$ cat config.mk
export PLATFORM = sky130hd
export DESIGN_NAME = value_searchable_queue_core
export DESIGN_NICKNAME = d
export VERILOG_FILES = /design/src/design/vsq_pkg.sv /design/src/design/vsq_ram.sv /design/src/design/vsq_ctrl.sv /design/src/design/vsq_datapath.sv /design/src/design/value_searchable_queue_core.sv
export VERILOG_INCLUDE_DIRS = /design/src /design/src/design
export SDC_FILE = /design/constraint.sdc
export NUM_CORES = 1
export LEC_CHECK = 0
export BUFFER_PORTS_ARGS = -buffer_cell sky130_fd_sc_hd__buf_2
export CORE_MARGIN = 1
export CORE_UTILIZATION = 55
export DETAILED_ROUTE_END_ITERATION = 6
export GPL_ROUTABILITY_DRIVEN = 0
export PLACE_DENSITY = 0.76
export SETUP_SLACK_MARGIN = 0.2
export SLEW_MARGIN = 20
export SYNTH_ARGS = -nofsm -noshare
export SYNTH_HDL_FRONTEND = slang
export SYNTH_SLANG_ARGS = --single-unit
$ cat constraint.sdc
create_clock -name clock -period 5.38 [get_ports clock]
set_clock_uncertainty 0.2 [all_clocks]
set_input_delay 1.076 -clock clock [delete_from_list [all_inputs] [get_ports clock]]
set_output_delay 1.076 -clock clock [all_outputs]
set_load 0.02 [all_outputs]
$ cat src/design/value_searchable_queue_core_macros.svh
// assertion macros shared by the queue core modules
// no dependencies; included by the files that carry concurrent checks
`ifndef VALUE_SEARCHABLE_QUEUE_CORE_MACROS_SVH
`define VALUE_SEARCHABLE_QUEUE_CORE_MACROS_SVH

`ifndef ASSERT_OFF
// checked property, disabled while reset is high
`define VSQ_ASSERT(lbl, clk, rst, prop, msg) \
   lbl: assert property (@(posedge clk) disable iff (rst) prop) else $error(msg);
// checked property, also active during reset
`define VSQ_ASSERT_ALWAYS(lbl, clk, prop, msg) \
   lbl: assert property (@(posedge clk) prop) else $error(msg);
`else
`define VSQ_ASSERT(lbl, clk, rst, prop, msg)
`define VSQ_ASSERT_ALWAYS(lbl, clk, prop, msg)
`endif

`endif

$ cat src/design/vsq_pkg.sv
// shared types, codes and constants of the value searchable queue core
// no dependencies; imported by the controller, datapath and top level
`timescale 1ns / 1ps

package vsq_pkg;

   localparam int DATA_W        = 32;
   localparam int DEPTH_DEFAULT = 16;

   // action codes
   localparam logic [2:0] ACT_INSERT  = 3'd0;
   localparam logic [2:0] ACT_SEARCH  = 3'd1;
   localparam logic [2:0] ACT_MODIFY  = 3'd2;
   localparam logic [2:0] ACT_DELETE  = 3'd3;
   localparam logic [2:0] ACT_DISPLAY = 3'd4;

   // result status codes
   localparam logic [1:0] ST_OK       = 2'd0;
   localparam logic [1:0] ST_NOTFOUND = 2'd1;
   localparam logic [1:0] ST_EMPTY    = 2'd2;
   localparam logic [1:0] ST_FULL     = 2'd3;

   // write address select
   localparam logic [1:0] WA_TAIL = 2'd0;
   localparam logic [1:0] WA_CUR  = 2'd1;
   localparam logic [1:0] WA_PREV = 2'd2;

   // write data select
   localparam logic [1:0] WD_KEY   = 2'd0;
   localparam logic [1:0] WD_NEW   = 2'd1;
   localparam logic [1:0] WD_RDATA = 2'd2;

   // result value select
   localparam logic [1:0] EV_KEY   = 2'd0;
   localparam logic [1:0] EV_NEW   = 2'd1;
   localparam logic [1:0] EV_RDATA = 2'd2;
   localparam logic [1:0] EV_ZERO  = 2'd3;

   typedef struct packed {
      logic [2:0]               action;
      logic signed [DATA_W-1:0] key_value;
      logic signed [DATA_W-1:0] new_value;
   } req_type;

   typedef struct packed {
      logic [1:0]               status;
      logic signed [DATA_W-1:0] item_value;
      logic                     last;
   } rsp_type;

   // controller to datapath
   typedef struct packed {
      logic       load_req;
      logic       idx_clear;
      logic       idx_inc;
      logic       rd_next;
      logic       wr_en;
      logic [1:0] wr_addr_sel;
      logic [1:0] wr_data_sel;
      logic       cnt_inc;
      logic       cnt_dec;
      logic       emit;
      logic [1:0] emit_status;
      logic [1:0] emit_val_sel;
      logic       emit_last;
   } cmd_type;

   // datapath to controller
   typedef struct packed {
      logic [2:0] action;
      logic       cnt_zero;
      logic       full;
      logic       match;
      logic       at_tail;
   } stat_type;

endpackage

$ cat src/design/vsq_ram.sv
// generic single write port, single read port ram with registered read data
// no dependencies; used for the queue entry store
`timescale 1ns / 1ps

module vsq_ram #(
   parameter int WIDTH = 32,
   parameter int DEPTH = 16
) (
   input  logic                     clock,
   input  logic                     wr_en,
   input  logic [$clog2(DEPTH)-1:0] wr_addr,
   input  logic [WIDTH-1:0]         wr_data,
   input  logic [$clog2(DEPTH)-1:0] rd_addr,
   output logic [WIDTH-1:0]         rd_data
);

   logic [WIDTH-1:0] mem_ff [DEPTH];
   logic [WIDTH-1:0] rd_data_ff;

   always_ff @(posedge clock) begin
      if (wr_en) begin
         mem_ff[wr_addr] <= wr_data;
      end
      rd_data_ff <= mem_ff[rd_addr];
   end

   assign rd_data = rd_data_ff;

endmodule

$ cat src/design/vsq_ctrl.sv
// controller state machine of the queue core: sequences inserts, scans and shifts
// depends on vsq_pkg and the assertion macro header
`timescale 1ns / 1ps
`include "value_searchable_queue_core_macros.svh"

module vsq_ctrl (
   input  logic              clock,
   input  logic              reset,
   input  logic              start,
   output logic              busy,
   input  vsq_pkg::stat_type stat,
   output vsq_pkg::cmd_type  cmd
);

   import vsq_pkg::*;

   localparam logic [1:0] S_IDLE  = 2'd0;
   localparam logic [1:0] S_EXEC  = 2'd1;
   localparam logic [1:0] S_SHIFT = 2'd2;

   logic [1:0] state_ff;
   logic [1:0] state_in;

   always_comb begin
      cmd      = '0;
      state_in = state_ff;
      case (state_ff)
         S_IDLE: begin
            // read address stays at the head so entry 0 is ready in the next cycle
            if (start) begin
               cmd.load_req  = 1'b1;
               cmd.idx_clear = 1'b1;
               state_in      = S_EXEC;
            end
         end
         S_EXEC: begin
            state_in = S_IDLE;
            if (stat.action == ACT_INSERT) begin
               cmd.emit         = 1'b1;
               cmd.emit_last    = 1'b1;
               cmd.emit_val_sel = EV_KEY;
               if (stat.full) begin
                  cmd.emit_status = ST_FULL;
               end else begin
                  cmd.emit_status = ST_OK;
                  cmd.wr_en       = 1'b1;
                  cmd.wr_addr_sel = WA_TAIL;
                  cmd.wr_data_sel = WD_KEY;
                  cmd.cnt_inc     = 1'b1;
               end
            end else if (stat.action inside {ACT_SEARCH, ACT_MODIFY, ACT_DELETE,
                                             ACT_DISPLAY}) begin
               if (stat.cnt_zero) begin
                  cmd.emit         = 1'b1;
                  cmd.emit_last    = 1'b1;
                  cmd.emit_status  = ST_EMPTY;
                  cmd.emit_val_sel = EV_ZERO;
               end else if (stat.action == ACT_DISPLAY) begin
                  cmd.emit         = 1'b1;
                  cmd.emit_status  = ST_OK;
                  cmd.emit_val_sel = EV_RDATA;
                  cmd.emit_last    = stat.at_tail;
                  if (!stat.at_tail) begin
                     cmd.idx_inc = 1'b1;
                     cmd.rd_next = 1'b1;
                     state_in    = S_EXEC;
                  end
               end else if (stat.match) begin
                  cmd.emit        = 1'b1;
                  cmd.emit_last   = 1'b1;
                  cmd.emit_status = ST_OK;
                  if (stat.action == ACT_MODIFY) begin
                     cmd.emit_val_sel = EV_NEW;
                     cmd.wr_en        = 1'b1;
                     cmd.wr_addr_sel  = WA_CUR;
                     cmd.wr_data_sel  = WD_NEW;
                  end else begin
                     cmd.emit_val_sel = EV_KEY;
                     if (stat.action == ACT_DELETE) begin
                        if (stat.at_tail) begin
                           cmd.cnt_dec = 1'b1;
                        end else begin
                           // result goes out once the later entries have moved up
                           cmd.emit    = 1'b0;
                           cmd.idx_inc = 1'b1;
                           cmd.rd_next = 1'b1;
                           state_in    = S_SHIFT;
                        end
                     end
                  end
               end else if (stat.at_tail) begin
                  cmd.emit         = 1'b1;
                  cmd.emit_last    = 1'b1;
                  cmd.emit_status  = ST_NOTFOUND;
                  cmd.emit_val_sel = EV_KEY;
               end else begin
                  cmd.idx_inc = 1'b1;
                  cmd.rd_next = 1'b1;
                  state_in    = S_EXEC;
               end
            end
         end
         S_SHIFT: begin
            cmd.wr_en       = 1'b1;
            cmd.wr_addr_sel = WA_PREV;
            cmd.wr_data_sel = WD_RDATA;
            if (stat.at_tail) begin
               cmd.cnt_dec      = 1'b1;
               cmd.emit         = 1'b1;
               cmd.emit_last    = 1'b1;
               cmd.emit_status  = ST_OK;
               cmd.emit_val_sel = EV_KEY;
               state_in         = S_IDLE;
            end else begin
               cmd.idx_inc = 1'b1;
               cmd.rd_next = 1'b1;
            end
         end
         default: begin
            state_in = S_IDLE;
         end
      endcase
   end

   always_ff @(posedge clock) begin
      if (reset) begin
         state_ff <= S_IDLE;
      end else begin
         state_ff <= state_in;
      end
   end

   assign busy = (state_ff != S_IDLE);

   `VSQ_ASSERT(a_no_emit_idle, clock, reset, (state_ff == S_IDLE) |-> !cmd.emit,
               "result issued while idle")
   `VSQ_ASSERT(a_busy_after_start, clock, reset, (start && !busy) |=> busy,
               "transfer accepted but controller not busy")
   `VSQ_ASSERT(a_shift_entry, clock, reset,
               (state_ff == S_SHIFT) |-> ($past(state_ff) == S_EXEC || $past(state_ff) == S_SHIFT),
               "shift entered from idle")

endmodule

$ cat src/design/vsq_datapath.sv
// datapath of the queue core: request latch, entry ram, scan index, fill count
// and result register; depends on vsq_pkg, vsq_ram and the assertion macro header
`timescale 1ns / 1ps
`include "value_searchable_queue_core_macros.svh"

module vsq_datapath #(
   parameter int DEPTH = vsq_pkg::DEPTH_DEFAULT
) (
   input  logic              clock,
   input  logic              reset,
   input  vsq_pkg::req_type  req_data,
   input  vsq_pkg::cmd_type  cmd,
   output vsq_pkg::stat_type stat,
   output logic              rsp_valid,
   output vsq_pkg::rsp_type  rsp_data
);

   import vsq_pkg::*;

   localparam int IDX_W = $clog2(DEPTH);
   localparam int CNT_W = $clog2(DEPTH + 1);
   localparam logic [CNT_W-1:0] CNT_MAX = CNT_W'(DEPTH);

   req_type          req_ff;
   logic [IDX_W-1:0] idx_ff, idx_in;
   logic [CNT_W-1:0] cnt_ff, cnt_in;
   rsp_type          rsp_ff, rsp_in;
   logic             rsp_valid_ff;

   logic [IDX_W-1:0]  wr_addr;
   logic [DATA_W-1:0] wr_data;
   logic [IDX_W-1:0]  rd_addr;
   logic [DATA_W-1:0] rd_data;

   vsq_ram #(
      .WIDTH(DATA_W),
      .DEPTH(DEPTH)
   ) u_ram (
      .clock  (clock),
      .wr_en  (cmd.wr_en),
      .wr_addr(wr_addr),
      .wr_data(wr_data),
      .rd_addr(rd_addr),
      .rd_data(rd_data)
   );

   // next entry is fetched while the current one is examined
   assign rd_addr = cmd.rd_next ? (idx_ff + IDX_W'(1)) : '0;

   always_comb begin
      case (cmd.wr_addr_sel)
         WA_TAIL: wr_addr = cnt_ff[IDX_W-1:0];
         WA_CUR:  wr_addr = idx_ff;
         WA_PREV: wr_addr = idx_ff - IDX_W'(1);
         default: wr_addr = idx_ff;
      endcase
      case (cmd.wr_data_sel)
         WD_KEY:   wr_data = req_ff.key_value;
         WD_NEW:   wr_data = req_ff.new_value;
         WD_RDATA: wr_data = rd_data;
         default:  wr_data = rd_data;
      endcase
   end

   always_comb begin
      idx_in = idx_ff;
      if (cmd.idx_clear) begin
         idx_in = '0;
      end else if (cmd.idx_inc) begin
         idx_in = idx_ff + IDX_W'(1);
      end
      cnt_in = cnt_ff;
      if (cmd.cnt_inc) begin
         cnt_in = cnt_ff + CNT_W'(1);
      end else if (cmd.cnt_dec) begin
         cnt_in = cnt_ff - CNT_W'(1);
      end
   end

   always_comb begin
      rsp_in.status = cmd.emit_status;
      rsp_in.last   = cmd.emit_last;
      case (cmd.emit_val_sel)
         EV_KEY:   rsp_in.item_value = req_ff.key_value;
         EV_NEW:   rsp_in.item_value = req_ff.new_value;
         EV_RDATA: rsp_in.item_value = $signed(rd_data);
         EV_ZERO:  rsp_in.item_value = '0;
         default:  rsp_in.item_value = '0;
      endcase
   end

   always_ff @(posedge clock) begin
      if (reset) begin
         cnt_ff       <= '0;
         rsp_valid_ff <= 1'b0;
      end else begin
         cnt_ff       <= cnt_in;
         rsp_valid_ff <= cmd.emit;
      end
   end

   always_ff @(posedge clock) begin
      if (cmd.load_req) begin
         req_ff <= req_data;
      end
      if (cmd.emit) begin
         rsp_ff <= rsp_in;
      end
      idx_ff <= idx_in;
   end

   assign stat.action   = req_ff.action;
   assign stat.cnt_zero = (cnt_ff == '0);
   assign stat.full     = (cnt_ff == CNT_MAX);
   assign stat.match    = (rd_data == $unsigned(req_ff.key_value));
   assign stat.at_tail  = ((CNT_W'(idx_ff) + CNT_W'(1)) == cnt_ff);

   assign rsp_valid = rsp_valid_ff;
   assign rsp_data  = rsp_ff;

   `VSQ_ASSERT(a_cnt_bound, clock, reset, cnt_ff <= CNT_MAX,
               "fill count above queue depth")
   `VSQ_ASSERT(a_cnt_one_way, clock, reset, !(cmd.cnt_inc && cmd.cnt_dec),
               "fill count raised and lowered together")
   `VSQ_ASSERT(a_wr_in_range, clock, reset, cmd.wr_en |-> (CNT_W'(wr_addr) <= cnt_ff),
               "entry write beyond the tail")

endmodule

$ cat src/design/value_searchable_queue_core.sv
// top level of the value searchable queue core: controller plus datapath
// depends on vsq_pkg, vsq_ctrl, vsq_datapath
//
//   channel   ports                          transfer when
//   request   start, busy, req_data          start high and busy low at a rising edge
//   result    rsp_valid, rsp_data            rsp_valid high, one cycle per result
//
// an insert, or any action on an empty queue, is done in the exec state alone;
// search, modify, delete and display walk the entry ram one entry a cycle
// through its single read port, so busy stays high while the walk lasts;
// unknown actions give no result.
// reset is synchronous and empties the queue; entry contents are not cleared.
// results are strobed for one cycle and cannot be held off by the receiver.
`timescale 1ns / 1ps

module value_searchable_queue_core #(
   parameter int DEPTH = vsq_pkg::DEPTH_DEFAULT
) (
   input  logic             clock,
   input  logic             reset,
   input  logic             start,
   output logic             busy,
   input  vsq_pkg::req_type req_data,
   output logic             rsp_valid,
   output vsq_pkg::rsp_type rsp_data
);

   import vsq_pkg::*;

   cmd_type  cmd;
   stat_type stat;

   vsq_ctrl u_ctrl (
      .clock(clock),
      .reset(reset),
      .start(start),
      .busy (busy),
      .stat (stat),
      .cmd  (cmd)
   );

   vsq_datapath #(
      .DEPTH(DEPTH)
   ) u_datapath (
      .clock    (clock),
      .reset    (reset),
      .req_data (req_data),
      .cmd      (cmd),
      .stat     (stat),
      .rsp_valid(rsp_valid),
      .rsp_data (rsp_data)
   );

endmodule

==> out/results.tsv <==
stage	metric	value	unit
drt	total wire length	66.5	mm
critical_path	Crit Path Max Fanout	17	
place	Final HPWL DP	36.3	mm
die	io pins	107	
logic_synthesis	ys flop type	edfxtp_1	
timing	RSZ-0062 raised after global routing	false	
die	core area	0.0476	mm^2
finish	utilization after layout	63.8	%
pwr	power share of the clock group	42.8	%
logic_synthesis	Async S/R FF share, synth	0	%
clock_network	# Post-CTS Setup Buffers	0	
global_routing	first-pass GRT wire length	97.3	mm
timing	Slew Viols, Final	0	
clock_network	post_cts resized	0	
min_path	Hold Path End	u_ctrl.state_ff[1]	
finish	ratio of cells with drive above 1 in the final layout	24.2	%
timing	Setup WS post-layout	0.904	ns
logic_synthesis	Yosys top cell area share	69.5	%
clock_network	Post-CTS Hold Buffers	0	
drt	Avg WL per Cell	28.4	um
min_path	Hold WC Path Type	reg -> reg	
die	Starting Density	55.7	%
logic_synthesis	count leader, synth	edfxtp_1	
pwr	VDD IR-drop max	0.226	mV
finish	antenna cells	0	
clock_network	CTS tree	built	
run_status	status	complete, no violations	
critical_path	Worst Path Required	5.48	ns
pwr	NetSw	2.25	mW
clock_network	Clock transition at path regs	0.06	ns
critical_path	critical path data arrival time	4.58	ns
drt	remaining antenna violation count	0	
logic_synthesis	top cells by area, synth	edfxtp_1 69%, mux4_2 5.4%, dfxtp_1 3.3%, mux2i_1 2.7%, mux2_2 1.4%	
clock_network	Num CTS Buffers	67	
pwr	Pint	8.44	mW
logic_synthesis	post-synthesis instance total	1528	
logic_synthesis	Seq cells post-synth	658	
critical_path	r2r setup slk	0.90	ns
logic_synthesis	syn_nets	1608	
min_path	hold_sp	u_ctrl.state_ff[1]	
timing	period utilisation layout	83.2	%
clock_network	CTS Sinks	658	
timing	Setup violations, final	0	
global_routing	grt ovf	0	
timing	crit path time final	4.48	ns
die	Die X-Extent	222	um
logic_synthesis	top cells by count, synth	614 x edfxtp_1, 74 x o21ai_0, 71 x mux2i_1	
clock_network	clock latency on the worst-skew pair	0.61	ns
pwr	sequential power share	53.5	%
die	die extent in y	222	um
clock_network	Max Root-Sink Buffers	3	
global_routing	initial antenna violation count	0	
drt	Avg Vias per Cell	6.55	
timing	worst-margin pin slew	1.09	ns
clock_network	H-tree depth	3	
die	Site Rows	80	
global_routing	vias in the first global route	15101	
critical_path	crit path launch type	flip-flop	
finish	Synth-to-Final Area Change	14.4	%
timing	setup TNS	0	ns
clock_network	Root Buffer	clkbuf_16	
logic_synthesis	Post-Syn Area	0.0265	mm^2
logic_synthesis	top cell type by total area after synthesis	edfxtp_1	
drt	number of remaining DRC errors	0	
drt	routed vias	15373	
logic_synthesis	YS warnings	0	
timing	Fin Hold WS	0.330	ns
pwr	combinational share of power	3.7	%
flow_run	Max Cap Viol	0	
logic_synthesis	number of flops mapped to enable cells by yosys	614	
critical_path	FF-to-FF End	u_datapath.u_ram.mem_ff[0][23]	
place	port bufs	106	
timing	endpoints failing hold	0	
logic_synthesis	Seq/Total Area, Yosys	72.8	%
place	Post-Place Setup Slack	0.949	ns
drt	Initial DRC Count	2078	
logic_synthesis	Synth Area per Inst	17.4	um^2
global_routing	pin count of the biggest net entering global routing	72	
die	die area	0.0492	mm^2
pwr	Sw Ratio	21.1	%
critical_path	Crit Path Class	reg -> reg	
pwr	pwr dens	352	mW/mm^2
critical_path	FF-to-FF path depth	9	
finish	FILL cells	3204	
timing	relative slew slack	27.4	%
global_routing	Total GRT Usage	27.0	%
critical_path	Worst setup EP type	flip-flop	
pwr	LEAKAGE	10.1	nW
drt	Initial DRT Pass Iterations	6	
logic_synthesis	Synth cell types	75	
finish	NumNets Final	1757	
min_path	WHS Path Cells	2	
critical_path	r2r startpoint	u_datapath.req_ff[38]	
timing	Fmax	0.223	GHz
-- sequential cells by signal, summed over array words and instances, names as in the netlist --
| name | cells |
|---|---|
| u_datapath.stat | 3 |
| u_datapath.rsp_valid | 1 |
| u_ctrl.state_ff | 2 |
| u_datapath.idx_ff | 4 |
| u_datapath.cnt_ff | 5 |
| u_datapath.u_ram.mem_ff | 512 |
| u_datapath.rsp_data | 35 |
| u_datapath.req_ff | 64 |
| u_datapath.u_ram.rd_data | 32 |
-- power groups by stage --
stage | registers (mW) | logic (mW) | clock network [mW]
floorplan | 5.82 | 0.216 | 0
global placement | 5.83 | 0.371 | 0
detailed placement | 5.83 | 0.383 | 0
CTS | 5.72 | 0.387 | 4.61
global route | 5.72 | 0.422 | 4.79
finish | 5.72 | 0.395 | 4.57
-- layout make-up --
cell class | instances | area, um^2 | share of cell area, %
clock buffer | 85 | 1840 | 6.04
clock inverter | 38 | 320 | 1.05
inverter | 44 | 165 | 0.544
multi-input combinational | 730 | 6780 | 22.3
sequential | 658 | 19300 | 63.6
tap | 615 | 769 | 2.53
timing repair buffer | 176 | 1190 | 3.91
-- metal layers --
layer | global-route usage [%] | up-vias | share of wire [%]
met3 | 5.71 | 133 | 10
met5 | 0 | - | 0
met2 | 42.3 | 948 | 47
li1 | - | 6459 | -
met1 | 37.8 | 7833 | 40
met4 | 9.74 | 0 | 3.1
-- through the flow --
step	instance area, um^2	total power [mW]	instances
after floorplan	26600	6.04	1528
after global placement	28200	6.20	2222
after global routing	30400	10.9	2346
after CTS	30400	10.7	2345
final	30400	10.7	2346
after detailed placement	28200	6.21	2222
-- kinds of logic (layout without fill, tap and decap cells) --
family | Yosys count | in the layout | synth area share, %
multiplexers | 168 | 168 | 9.51
buffers and inverters | 140 | 343 | 2.29
XOR/XNOR | 46 | 46 | 1.64
AND/OR/NAND/NOR | 174 | 174 | 3.83
adder cells (fa/ha/maj) | 10 | 10 | 0.500
flip-flops | 658 | 658 | 72.8
AO/OA/AOI/OAI | 332 | 332 | 9.47
-- cells in the final DEF (no fill, tap or decap), types with 32 or more instances in the layout --
cell type,Yosys,layout
a21o_1,34,34
a21oi_1,41,41
a221oi_1,32,32
a22o_1,32,32
buf_2,20,106
buf_4,7,60
clkbuf_16,0,68
dfxtp_1,44,43
edfxtp_1,614,614
inv_1,43,43
mux2_2,33,33
mux2i_1,71,71
mux4_2,64,64
nand2_1,50,50
o21ai_0,74,74
o2bb2ai_1,32,32
xor2_1,36,35
-- how the worst max path moves through the flow --
stage	end	from	slack (ns)
2_1_floorplan	u_datapath.u_ram.mem_ff[1][0]	u_datapath.idx_ff[0]	0.86
3_3_place_gp	u_datapath.u_ram.mem_ff[0][20]	u_datapath.req_ff[52]	1.13
3_5_place_dp	u_datapath.u_ram.mem_ff[0][20]	u_datapath.req_ff[52]	0.95
4_1_cts	u_datapath.u_ram.mem_ff[0][0]	u_datapath.req_ff[38]	0.92
5_1_grt	u_datapath.u_ram.mem_ff[0][0]	u_datapath.req_ff[38]	0.75
6_report	u_datapath.u_ram.mem_ff[0][23]	u_datapath.req_ff[38]	0.90
-- critical path, stage by stage (launching register included) --
cell and delay, ns:
edfxtp_1 0.44, xor2_1 0.24, nor4_2 0.48, nand4_2 0.36, nor3_4 0.54, a2bb2oi_2 0.18, buf_4 0.22, o2111ai_1 0.45
nor2_4 0.78, buf_12 0.26
Power figures use the tool's default switching activity.
